$ cat src/rtl/spe_pkg.sv
// ----------------------------------------------------------------------------
// SPI EEPROM posted-write engine package
// Shared types, command and result codes, and SPI opcodes.
// ----------------------------------------------------------------------------
package spe_pkg;

   localparam int CMD_W       = 3;
   localparam int KIND_W      = 3;
   localparam int REQ_DATA_W  = 56;
   localparam int RSP_DATA_W  = 48;
   localparam int ADDR_W      = 14;
   localparam int FRAME_BYTES = 7;
   localparam int COUNT_W     = 3;

   localparam int TYPES_PER_CHANNEL = 16;

   localparam logic [CMD_W-1:0] CMD_POST   = 3'd0;
   localparam logic [CMD_W-1:0] CMD_READ   = 3'd1;
   localparam logic [CMD_W-1:0] CMD_TICK   = 3'd2;
   localparam logic [CMD_W-1:0] CMD_STATUS = 3'd3;
   localparam logic [CMD_W-1:0] CMD_DATA   = 3'd4;

   localparam logic [KIND_W-1:0] KIND_POSTED = 3'd0;
   localparam logic [KIND_W-1:0] KIND_FULL   = 3'd1;
   localparam logic [KIND_W-1:0] KIND_EMPTY  = 3'd2;
   localparam logic [KIND_W-1:0] KIND_SPI    = 3'd3;
   localparam logic [KIND_W-1:0] KIND_WORD   = 3'd4;
   localparam logic [KIND_W-1:0] KIND_BUSY   = 3'd5;

   localparam logic [7:0] OP_WREN  = 8'h06;
   localparam logic [7:0] OP_RDSR  = 8'h05;
   localparam logic [7:0] OP_READ  = 8'h03;
   localparam logic [7:0] OP_WRITE = 8'h02;
   localparam logic [7:0] SR_WIP   = 8'h01;
   localparam logic [7:0] SR_WEL   = 8'h02;

   typedef enum logic [1:0] {
      PH_IDLE,
      PH_POLL,
      PH_READ
   } phase_type;

   typedef enum logic [2:0] {
      ST_IDLE,
      ST_DECIDE,
      ST_FETCH,
      ST_ADDR,
      ST_LOAD,
      ST_EMIT
   } state_type;

   typedef struct packed {
      logic [8*FRAME_BYTES-1:0] bytes;
      logic [FRAME_BYTES-1:0]   fend;
      logic [COUNT_W-1:0]       count;
   } frame_type;

   typedef struct packed {
      logic full;
      logic empty;
   } queue_status_type;

   typedef struct packed {
      logic [7:0]  channel;
      logic [3:0]  entry_type;
      logic [31:0] data_word;
   } slot_type;

endpackage

$ cat src/rtl/spe_queue.sv
// ----------------------------------------------------------------------------
// Posted write queue
// Ring buffer of pending writes with one slot kept free; registered read.
// ----------------------------------------------------------------------------
module spe_queue
   import spe_pkg::*;
#(
   parameter int DEPTH = 32
) (
   input  logic             clock,
   input  logic             reset,
   input  logic             push,
   input  slot_type         push_slot,
   input  logic             pop,
   output slot_type         pop_slot,
   output queue_status_type status
);

   localparam int IW = (DEPTH > 1) ? $clog2(DEPTH) : 1;

   logic [IW-1:0] head_ff, head_in, tail_ff, tail_in;
   logic [IW-1:0] head_next, tail_next;
   slot_type      mem [DEPTH];
   slot_type      rd_ff;

   // Pointers wrap at DEPTH, which need not be a power of two.
   assign head_next = (head_ff == IW'(DEPTH - 1)) ? '0 : head_ff + 1'b1;
   assign tail_next = (tail_ff == IW'(DEPTH - 1)) ? '0 : tail_ff + 1'b1;

   assign status.full  = (head_next == tail_ff);
   assign status.empty = (head_ff == tail_ff);
   assign pop_slot     = rd_ff;

   always_comb begin
      head_in = push ? head_next : head_ff;
      tail_in = pop ? tail_next : tail_ff;
   end

   always_ff @(posedge clock) begin
      if (reset) begin
         head_ff <= '0;
         tail_ff <= '0;
      end else begin
         head_ff <= head_in;
         tail_ff <= tail_in;
      end
   end

   // A post stores one past the head; a pop reads one past the tail.
   always_ff @(posedge clock) begin
      if (push) begin
         mem[head_next] <= push_slot;
      end
      if (pop) begin
         rd_ff <= mem[tail_next];
      end
   end

   a_no_push_and_pop : assert property (@(posedge clock) disable iff (reset)
      !(push && pop))
      else $error("queue pushed and popped in the same cycle");

   a_push_not_full : assert property (@(posedge clock) disable iff (reset)
      push |-> !status.full)
      else $error("queue push while full");

   a_pop_not_empty : assert property (@(posedge clock) disable iff (reset)
      pop |=> ($past(head_ff) != $past(tail_ff)))
      else $error("queue pop while empty");

endmodule

$ cat src/rtl/spe_shift.sv
// ----------------------------------------------------------------------------
// SPI frame shifter
// Holds one command frame and hands it out one byte per beat, lowest first.
// ----------------------------------------------------------------------------
module spe_shift
   import spe_pkg::*;
(
   input  logic       clock,
   input  logic       reset,
   input  logic       load,
   input  frame_type  load_frame,
   input  logic       advance,
   output logic [7:0] out_byte,
   output logic       out_fend,
   output logic       out_last,
   output logic       active
);

   logic [8*FRAME_BYTES-1:0] bytes_ff, bytes_in;
   logic [FRAME_BYTES-1:0]   fend_ff, fend_in;
   logic [COUNT_W-1:0]       count_ff, count_in;

   always_comb begin
      bytes_in = bytes_ff;
      fend_in  = fend_ff;
      count_in = count_ff;
      if (load) begin
         bytes_in = load_frame.bytes;
         fend_in  = load_frame.fend;
         count_in = load_frame.count;
      end else if (advance) begin
         bytes_in = bytes_ff >> 8;
         fend_in  = fend_ff >> 1;
         count_in = count_ff - 1'b1;
      end
   end

   always_ff @(posedge clock) begin
      if (reset) begin
         count_ff <= '0;
      end else begin
         count_ff <= count_in;
      end
   end

   always_ff @(posedge clock) begin
      bytes_ff <= bytes_in;
      fend_ff  <= fend_in;
   end

   assign out_byte = bytes_ff[7:0];
   assign out_fend = fend_ff[0];
   assign out_last = (count_ff == COUNT_W'(1));
   assign active   = (count_ff != '0);

endmodule

$ cat src/rtl/spi_eeprom_posted_write_engine.sv
// ----------------------------------------------------------------------------
// SPI EEPROM posted-write engine
// Queues posted writes and sequences WREN/RDSR polls, WRITE and READ frames.
// ----------------------------------------------------------------------------
// An item is captured in the idle state and decided once the output is free; a
// single result (posted, full, empty, busy, read word) is registered, ready again.
// A frame passes its load states, then one beat per byte through the frame shifter:
// status reply LOAD (7 or 3 bytes), read request ADDR, LOAD (7), service tick FETCH,
// ADDR, LOAD (3). An output stall holds a beat until it is taken.
// Synchronous reset empties the queue and returns to the idle phase.
module spi_eeprom_posted_write_engine
   import spe_pkg::*;
#(
   parameter int QUEUE_DEPTH = 32
) (
   input  logic                  clock,
   input  logic                  reset,
   input  logic                  req_tvalid,
   output logic                  req_tready,
   // channel[7:0], entry_type[11:8], data_word[43:12], reply_byte[51:44], zeros
   input  logic [REQ_DATA_W-1:0] req_tdata,
   // cmd[2:0]
   input  logic [CMD_W-1:0]      req_tuser,
   output logic                  rsp_tvalid,
   input  logic                  rsp_tready,
   // spi_byte[7:0], frame_end[8], read_word[40:9], zeros
   output logic [RSP_DATA_W-1:0] rsp_tdata,
   // kind[2:0]
   output logic [KIND_W-1:0]     rsp_tuser,
   output logic                  rsp_tlast
);

   localparam logic [11:0] TPC_LOW = 12'(TYPES_PER_CHANNEL);

   state_type        state_ff, state_in;
   phase_type        phase_ff, phase_in;
   logic [CMD_W-1:0] cmd_ff;
   logic [7:0]       ch_ff, rb_ff;
   logic [3:0]       ty_ff;
   logic [31:0]      word_ff, active_word_ff, acc_ff, acc_in;
   logic [ADDR_W-1:0] addr_ff;
   logic [2:0]       cnt_ff, cnt_in;

   logic              out_valid_ff, out_valid_in;
   logic [KIND_W-1:0] out_kind_ff, out_kind_in;
   logic [7:0]        out_byte_ff, out_byte_in;
   logic              out_fend_ff, out_fend_in;
   logic [31:0]       out_word_ff, out_word_in;
   logic              out_last_ff, out_last_in;

   logic              out_free, status_ok, capture, fetch, addr_en;
   logic              push, pop, single, load, advance;
   logic [KIND_W-1:0] single_kind;
   logic [31:0]       single_word;
   logic [11:0]       addr_idx;
   frame_type         frame;
   slot_type          push_slot, pop_slot;
   queue_status_type  qstat;
   logic [7:0]        sh_byte;
   logic              sh_fend, sh_last, sh_active;

   assign out_free   = !out_valid_ff || rsp_tready;
   assign status_ok  = ((rb_ff & (SR_WIP | SR_WEL)) == SR_WEL);
   assign req_tready = (state_ff == ST_IDLE);

   assign push_slot.channel    = ch_ff;
   assign push_slot.entry_type = ty_ff;
   assign push_slot.data_word  = word_ff;

   spe_queue #(
      .DEPTH (QUEUE_DEPTH)
   ) u_queue (
      .clock     (clock),
      .reset     (reset),
      .push      (push),
      .push_slot (push_slot),
      .pop       (pop),
      .pop_slot  (pop_slot),
      .status    (qstat)
   );

   spe_shift u_shift (
      .clock      (clock),
      .reset      (reset),
      .load       (load),
      .load_frame (frame),
      .advance    (advance),
      .out_byte   (sh_byte),
      .out_fend   (sh_fend),
      .out_last   (sh_last),
      .active     (sh_active)
   );

   // Entry address: (channel * types + entry_type) * 4, kept to 14 bits.
   assign addr_idx = ({4'd0, ch_ff} * TPC_LOW) + {8'd0, ty_ff};

   always_comb begin
      if (cmd_ff == CMD_READ) begin
         frame.bytes = {32'd0, addr_ff[7:0], {2'b00, addr_ff[13:8]}, OP_READ};
         frame.fend  = 7'b1000000;
         frame.count = 3'd7;
      end else if ((cmd_ff == CMD_STATUS) && status_ok) begin
         frame.bytes = {active_word_ff[7:0], active_word_ff[15:8],
                        active_word_ff[23:16], active_word_ff[31:24],
                        addr_ff[7:0], {2'b00, addr_ff[13:8]}, OP_WRITE};
         frame.fend  = 7'b1000000;
         frame.count = 3'd7;
      end else begin
         frame.bytes = {40'd0, OP_RDSR, OP_WREN};
         frame.fend  = 7'b0000101;
         frame.count = 3'd3;
      end
   end

   // Next state.
   always_comb begin
      state_in = state_ff;
      unique case (state_ff)
         ST_IDLE: begin
            if (req_tvalid) state_in = ST_DECIDE;
         end
         ST_DECIDE: begin
            if (out_free) begin
               if ((cmd_ff == CMD_READ) && (phase_ff == PH_IDLE)) begin
                  state_in = ST_ADDR;
               end else if ((cmd_ff == CMD_TICK) && (phase_ff == PH_IDLE) &&
                            !qstat.empty) begin
                  state_in = ST_FETCH;
               end else if ((cmd_ff == CMD_STATUS) && (phase_ff == PH_POLL)) begin
                  state_in = ST_LOAD;
               end else begin
                  state_in = ST_IDLE;
               end
            end
         end
         ST_FETCH: state_in = ST_ADDR;
         ST_ADDR:  state_in = ST_LOAD;
         ST_LOAD:  state_in = ST_EMIT;
         ST_EMIT: begin
            if (out_free && sh_last) state_in = ST_IDLE;
         end
         default:  state_in = ST_IDLE;
      endcase
   end

   // Control outputs.
   always_comb begin
      capture     = 1'b0;
      fetch       = 1'b0;
      addr_en     = 1'b0;
      push        = 1'b0;
      pop         = 1'b0;
      single      = 1'b0;
      load        = 1'b0;
      advance     = 1'b0;
      single_kind = KIND_BUSY;
      single_word = '0;
      phase_in    = phase_ff;
      acc_in      = acc_ff;
      cnt_in      = cnt_ff;
      unique case (state_ff)
         ST_IDLE: capture = req_tvalid;
         ST_DECIDE: begin
            if (out_free) begin
               unique case (cmd_ff)
                  CMD_POST: begin
                     single = 1'b1;
                     if (qstat.full) begin
                        single_kind = KIND_FULL;
                     end else begin
                        push        = 1'b1;
                        single_kind = KIND_POSTED;
                     end
                  end
                  CMD_READ: begin
                     if (phase_ff != PH_IDLE) begin
                        single = 1'b1;
                     end else begin
                        phase_in = PH_READ;
                        acc_in   = '0;
                        cnt_in   = '0;
                     end
                  end
                  CMD_TICK: begin
                     if (phase_ff != PH_IDLE) begin
                        single = 1'b1;
                     end else if (qstat.empty) begin
                        single      = 1'b1;
                        single_kind = KIND_EMPTY;
                     end else begin
                        pop      = 1'b1;
                        phase_in = PH_POLL;
                     end
                  end
                  CMD_STATUS: begin
                     if (phase_ff != PH_POLL) begin
                        single = 1'b1;
                     end else if (status_ok) begin
                        phase_in = PH_IDLE;
                     end
                  end
                  CMD_DATA: begin
                     if (phase_ff != PH_READ) begin
                        single = 1'b1;
                     end else begin
                        acc_in = {acc_ff[23:0], rb_ff};
                        if (cnt_ff == 3'd3) begin
                           single      = 1'b1;
                           single_kind = KIND_WORD;
                           single_word = acc_in;
                           cnt_in      = '0;
                           phase_in    = PH_IDLE;
                        end else begin
                           cnt_in = cnt_ff + 1'b1;
                        end
                     end
                  end
                  default: single = 1'b1;
               endcase
            end
         end
         ST_FETCH: fetch   = 1'b1;
         ST_ADDR:  addr_en = 1'b1;
         ST_LOAD:  load    = 1'b1;
         ST_EMIT:  advance = out_free;
         default: begin
         end
      endcase
   end

   always_comb begin
      out_valid_in = out_valid_ff;
      out_kind_in  = out_kind_ff;
      out_byte_in  = out_byte_ff;
      out_fend_in  = out_fend_ff;
      out_word_in  = out_word_ff;
      out_last_in  = out_last_ff;
      if (single) begin
         out_valid_in = 1'b1;
         out_kind_in  = single_kind;
         out_byte_in  = '0;
         out_fend_in  = 1'b0;
         out_word_in  = single_word;
         out_last_in  = 1'b1;
      end else if (advance) begin
         out_valid_in = 1'b1;
         out_kind_in  = KIND_SPI;
         out_byte_in  = sh_byte;
         out_fend_in  = sh_fend;
         out_word_in  = '0;
         out_last_in  = sh_last;
      end else if (rsp_tready) begin
         out_valid_in = 1'b0;
      end
   end

   always_ff @(posedge clock) begin
      if (reset) begin
         state_ff     <= ST_IDLE;
         phase_ff     <= PH_IDLE;
         acc_ff       <= '0;
         cnt_ff       <= '0;
         addr_ff      <= '0;
         out_valid_ff <= 1'b0;
      end else begin
         state_ff     <= state_in;
         phase_ff     <= phase_in;
         acc_ff       <= acc_in;
         cnt_ff       <= cnt_in;
         out_valid_ff <= out_valid_in;
         if (addr_en) addr_ff <= {addr_idx, 2'b00};
      end
   end

   always_ff @(posedge clock) begin
      out_kind_ff <= out_kind_in;
      out_byte_ff <= out_byte_in;
      out_fend_ff <= out_fend_in;
      out_word_ff <= out_word_in;
      out_last_ff <= out_last_in;
      if (capture) begin
         cmd_ff  <= req_tuser;
         ch_ff   <= req_tdata[7:0];
         ty_ff   <= req_tdata[11:8];
         word_ff <= req_tdata[43:12];
         rb_ff   <= req_tdata[51:44];
      end else if (fetch) begin
         ch_ff <= pop_slot.channel;
         ty_ff <= pop_slot.entry_type;
      end
      if (fetch) begin
         active_word_ff <= pop_slot.data_word;
      end
   end

   assign rsp_tvalid = out_valid_ff;
   assign rsp_tdata  = {7'd0, out_word_ff, out_fend_ff, out_byte_ff};
   assign rsp_tuser  = out_kind_ff;
   assign rsp_tlast  = out_last_ff;

   a_count_idle : assert property (@(posedge clock) disable iff (reset)
      (phase_ff != PH_READ) |-> (cnt_ff == '0))
      else $error("read byte count nonzero outside read gather");

   a_count_range : assert property (@(posedge clock) disable iff (reset)
      (phase_ff == PH_READ) |-> (cnt_ff < 3'd4))
      else $error("read byte count out of range");

   a_emit_has_frame : assert property (@(posedge clock) disable iff (reset)
      (state_ff == ST_EMIT) |-> sh_active)
      else $error("frame emit with empty shifter");

endmodule
$ cat config.mk
export PLATFORM = sky130hd
export DESIGN_NAME = spi_eeprom_posted_write_engine
export DESIGN_NICKNAME = d
export VERILOG_FILES = /design/src/rtl/spe_pkg.sv /design/src/rtl/spe_queue.sv /design/src/rtl/spe_shift.sv /design/src/rtl/spi_eeprom_posted_write_engine.sv
export SDC_FILE = /design/constraint.sdc
export NUM_CORES = 2
export LEC_CHECK = 0
export ABC_AREA = 1
export BUFFER_PORTS_ARGS = -buffer_cell sky130_fd_sc_hd__buf_2
export CORE_MARGIN = 8
export CORE_UTILIZATION = 57
export CTS_CLUSTER_DIAMETER = 200
export CTS_CLUSTER_SIZE = 8
export DETAILED_ROUTE_END_ITERATION = 8
export GPL_ROUTABILITY_DRIVEN = 0
export PLACE_DENSITY_LB_ADDON = 0.05
export SLEW_MARGIN = 0
export SYNTH_ARGS = -nofsm -noshare
export SYNTH_HDL_FRONTEND = slang
export SYNTH_HIERARCHICAL = 1
export SYNTH_SLANG_ARGS = --single-unit
$ cat constraint.sdc
create_clock -name clock -period 4.47 [get_ports clock]
set_input_delay 0.6705 -clock clock [delete_from_list [all_inputs] [get_ports clock]]
set_output_delay 0.6705 -clock clock [all_outputs]
set_load 0.1 [all_outputs]
# After elaboration in Yosys (flattened, before gate mapping)
# Memories as Yosys holds them, arrays and structs flattened. A register that Yosys moved wholly into a read port is not among the register bits.
# Index checks and enable logic that the tools add are counted.
# op_classes
n_reduce_logical	22
n_mux	81
add_sub_neg	5
n_eq_ne	29
# ops
cell	count
32-bit two-way mux	7
66-bit two-way mux	2
56-bit two-way mux	2
3-bit two-way mux	17
24-bit two-way mux	2
24-bit one-hot mux with 2 select lines	1
1-bit two-way mux	30
2-bit inequality test, second input constant	11
3-bit one-hot mux with 6 select lines	1
8-bit two-way mux	2
3-bit by 2-bit equality test with 1-bit output, second input constant	5
2-bit two-way mux	7
7-bit two-way mux	2
12-bit by 4-bit adder with 12-bit output	1
5-bit by 1-bit adder with 5-bit output, second input constant	2
5-bit equality test	2
5-bit equality test, second input constant	2
5-bit two-way mux	2
10-bit AND reduction	1
2-bit nonzero test	5
3-bit by 1-bit equality test with 1-bit output, second input constant	3
3-bit equality test, second input constant	3
3-bit one-hot mux with 3 select lines	1
4-bit two-way mux	2
other kinds (17)	24
# totals
reg_bits	253
wordCells	160
mem_count	1
out_inout_bits	54
in_bits	63
ram_bits	1408
# mem_list
name	depth	width	rd	rd_ports_with_merged_regs	write_ports	line_no	rtl
u_queue.mem	32	44	1	1	1	spe_queue.sv:23	slot_type mem [DEPTH];

# Depth between registers and ports, before layout
# logic_depth
ltp_word	9
depth_mapped	17
mapped_depth_nobuf	14

# Modules after synthesis
# Netlist, hierarchy kept.
# by_module_without_submodules
module	area_each_um2	seq_area_each_um2	instances	cells_per_inst
spe_queue	60729.5	43802.0	1	5496
spi_eeprom_posted_write_engine	6986.7	4764.6	1	657
spe_shift	2979.1	1951.9	1	303

# Worst setup path before layout
# No wires, ideal clock.
# synth_timing
kind	flip-flop to flip-flop
startpoint	register u_queue.head_ff[0]
endpoint	memory u_queue/mem[12][0] (netlist name), enable pin
required_time_ns	4.024
arrival_time_ns	4.148
path_slack_ns	-0.123
path_buffers	1
path_stages_with_launch	14
setup_time_ns	0.446
synth_period_minus_slack_ns	4.593
cell_sequence	dfxtp_1 > ha_1 > nand2_1 > nor2_1 > ha_1 > inv_1 > nand2_1 > nor2_1 > xor2_1 > nor3_1 > nor4_1 > clkbuf_1 > nand2_1 > nor2_1
# synth_rtl
element	line_no	rtl
from (decl)	spe_queue.sv:21	logic [IW-1:0] head_ff, head_in, tail_ff, tail_in;
from (signal assigned)	spe_queue.sv:44	head_ff <= head_in;
to (decl)	spe_queue.sv:23	

==> impl_metrics.py <==
metrics = {
    "setup_path": {
        "worstPathMaxFanout": 44,
        "crit_path_frequent_cell": "nand2_1",
        "critPathBufInv": 4,
        "reg2reg_slack_ns": 0.57,
        "startpoint_type": "flip-flop",
        "crit_family": "simple AND/OR/NAND/NOR gates",
        "crit_arrival_ns": 4.37,
        "cpPeakStageDelay_ns": 0.38,
        "required_ns": 4.94,
        "r2r-start": "u_queue/head_ff[0]",
        "critical_path.cell_chain": "ha_1 > nand2_1 > nor2_1 > ha_1 > inv_1 > nand2_1 > nor2_1 > xor2_1 > nor3_1 > nor4_1 > buf_4 > nand2_1 > buf_4 > nor2_4 > buf_12",
        "reg2reg_to": "u_queue/mem[21][30]",
        "path_class": "reg2reg",
        "reg2regPathDepth": 15,
        "slowest_stage": "dfxtp_1",
        "worst_setup_path_end_kind": "flip-flop",
    },
    "status": {
        "status": "complete, no violations",
    },
    "place": {
        "dp_hpwl_mm": 96.9,
        "place_area_um2": 73700,
        "port_buffers": 105,
        "dp_slack_ns": 0.637,
    },
    "layout": {
        "antenna_cells": 0,
        "nets": 6728,
        "drive_gt1_share_pct": 9.08,
        "fin_util_pct": 65.1,
        "final_area_um2": 80300,
        "fillerInstances": 9352,
        "multiInputGateArea_um2": 16200,
        "seq_area_um2": 50500,
        "area_growth_pct": 13.6,
    },
    "cts": {
        "cts_tree": "yes",
        "clock_path_buffers": 3,
        "h-tree-depth": 4,
        "cts_buffers": 231,
        "post-cts-setup-buffer-count": 0,
        "cts-root-buf": "clkbuf_16",
        "clock_sinks": 1705,
        "path_clk_slew_ns": 0.05,
        "insertion_delay_ns": 0.83,
    },
    "logic_synthesis": {
        "avgSynthCellArea_um2": 11.0,
        "syn_area_um2": 70700,
        "yosysWarnings": 6,
        "syn-instance-count": 6455,
    },
    "floorplan": {
        "fp-row-count": 129,
        "io_pins": 117,
        "initial_utilization_pct": 57.3,
        "dieArea_um2": 136000,
        "core_um2": 123000,
        "die_w_um": 368,
        "die_h_um": 368,
    },
    "min_path": {
        "min_path_cells": 3,
        "holdPathEnd": "ch_ff[0]",
        "hp-class": "in2reg",
        "holdCritStartpoint": "req_tdata[0]",
    },
    "global_route": {
        "antenna_found_initial": 0,
        "grt_pass1_vias": 43900,
        "grt_start_max_net_pins": 132,
        "grt-ovfl-total": 0,
        "track_usage_pct": 26.5,
        "grt_pass1_wl_mm": 273,
    },
    "timing": {
        "setup_viol": 0,
        "slew_viol_final": 0,
        "holdWs_ns": 0.130,
        "period_needed_ns": 3.90,
        "rsz0062_at_grt": "false",
        "fin_crit_sh_pct": 87.2,
        "hold_viol_final": 0,
        "tightest_slew_ns": 1.30,
        "max_freq_ghz": 0.256,
        "slew_headroom_pct": 13.2,
        "skew_ns": 0.0292,
        "fin_ws_ns": 0.571,
    },
    "route": {
        "drtIter0Drc": 5023,
        "wl_mm": 182,
        "vias": 46300,
        "vias_per_cell": 5.55,
        "drc": 0,
        "wl_per_cell_um": 21.9,
        "drtAntennaViolNets": 0,
        "drtPass1Iterations": 6,
    },
    "power": {
        "ir_drop_mv": 0.454,
        "power.leakage_nw": 31.8,
        "power.density_nw_per_um2": 428,
    },
    "flow_run": {
        "drv_cap": 0,
    },
}
[tightest hold or removal path: cells and delay by family]
kind                   cells  cell delay (ns)
buffers and inverters      1             0.07
AND/OR/NAND/NOR            2             0.10
[per-stage QoR]
stage / total power, mW / setup TNS (ns) / cells
floorplan: 18.8 / -173.42 / 6476
global placement: 19.2 / 0 / 8014
detailed placement: 19.2 / 0 / 8014
CTS: 34.6 / 0 / 8344
global route: 35.3 / 0 / 8344
finish: 34.4 / 0 / 8344
[cells in the final DEF, fill, tap and decap left out, drive strengths merged]
cell type / instances
a211oi: 1
a21oi: 61
buf: 257
clkbuf: 278
clkinv: 3
conb: 23
dfxtp: 68
dlygate4sd3: 43
edfxtp: 1637
ha: 12
inv: 673
nand2: 2363
nand3: 1038
nand4: 1
nor2: 174
nor3: 8
nor4: 2
o21ai: 52
o22ai: 1
or2: 2
xnor2: 4
xor2: 6
[metal layers]
metal / GRT usage (%) / vias to the layer above / wire length [um] / part of all wire, %
met1: 38.5 / 22400 / 78500 / 43
met3: 3.97 / 283 / 14400 / 7.9
met5: 0 / - / 0 / 0
met2: 41.8 / 1891 / 85100 / 47
li1: - / 21700 / - / -
met4: 7.72 / 0 / 4420 / 2.4
[flip-flops by register name, summed over array words and instances, names as in the netlist, 2 cells and up]
name / flops
out_byte_ff: 8
acc_ff: 24
state_ff: 3
cnt_ff: 3
phase_ff: 2
active_word_ff: 32
u_queue/mem: 1408
u_queue/pop_slot: 44
u_shift/count_ff: 3
addr_ff: 12
u_shift/bytes_ff: 56
rb_ff: 8
u_shift/fend_ff: 7
ch_ff: 8
ty_ff: 4
cmd_ff: 3
rsp_tuser: 3
out_word_ff: 32
u_queue/tail_ff: 5
word_ff: 32
u_queue/head_ff: 5
[power breakdown]
part           switching [mW]  internal (mW)
logic                   0.675          0.217
clock network            6.13           9.31
registers               0.314           17.7
total                    7.12           27.3
[repair_timing]
item / CTS / global route
hold buffers: 43 / 0
gates resized for setup: 0 / 0
endpoints found under the hold margin: 43 / 0
[worst max-delay path by stage]
stage / depth (start not counted) / startpoint / to / slack, ns
CTS: 15 / u_queue/head_ff[0] / u_queue/mem[21][19] / 0.61
global placement: 15 / u_queue/head_ff[0] / u_queue/mem[21][19] / 0.73
detailed placement: 15 / u_queue/head_ff[0] / u_queue/mem[21][19] / 0.64
global route: 15 / u_queue/head_ff[0] / u_queue/mem[21][7] / 0.34
floorplan: 13 / u_queue/head_ff[0] / u_queue/mem[12][0] / -0.12
finish: 15 / u_queue/head_ff[0] / u_queue/mem[21][30] / 0.57
[final cells by class]
cell class	instances	share of cell area, %
clock buffers	278	7.57
clock inverters	9	0.131
inverters	667	3.14
multi-input cells	3748	20.1
flip-flops and latches	1705	62.9
well taps	1637	2.55
repair buffers	300	3.61
Note: power is estimated with default switching activity, not from simulation.
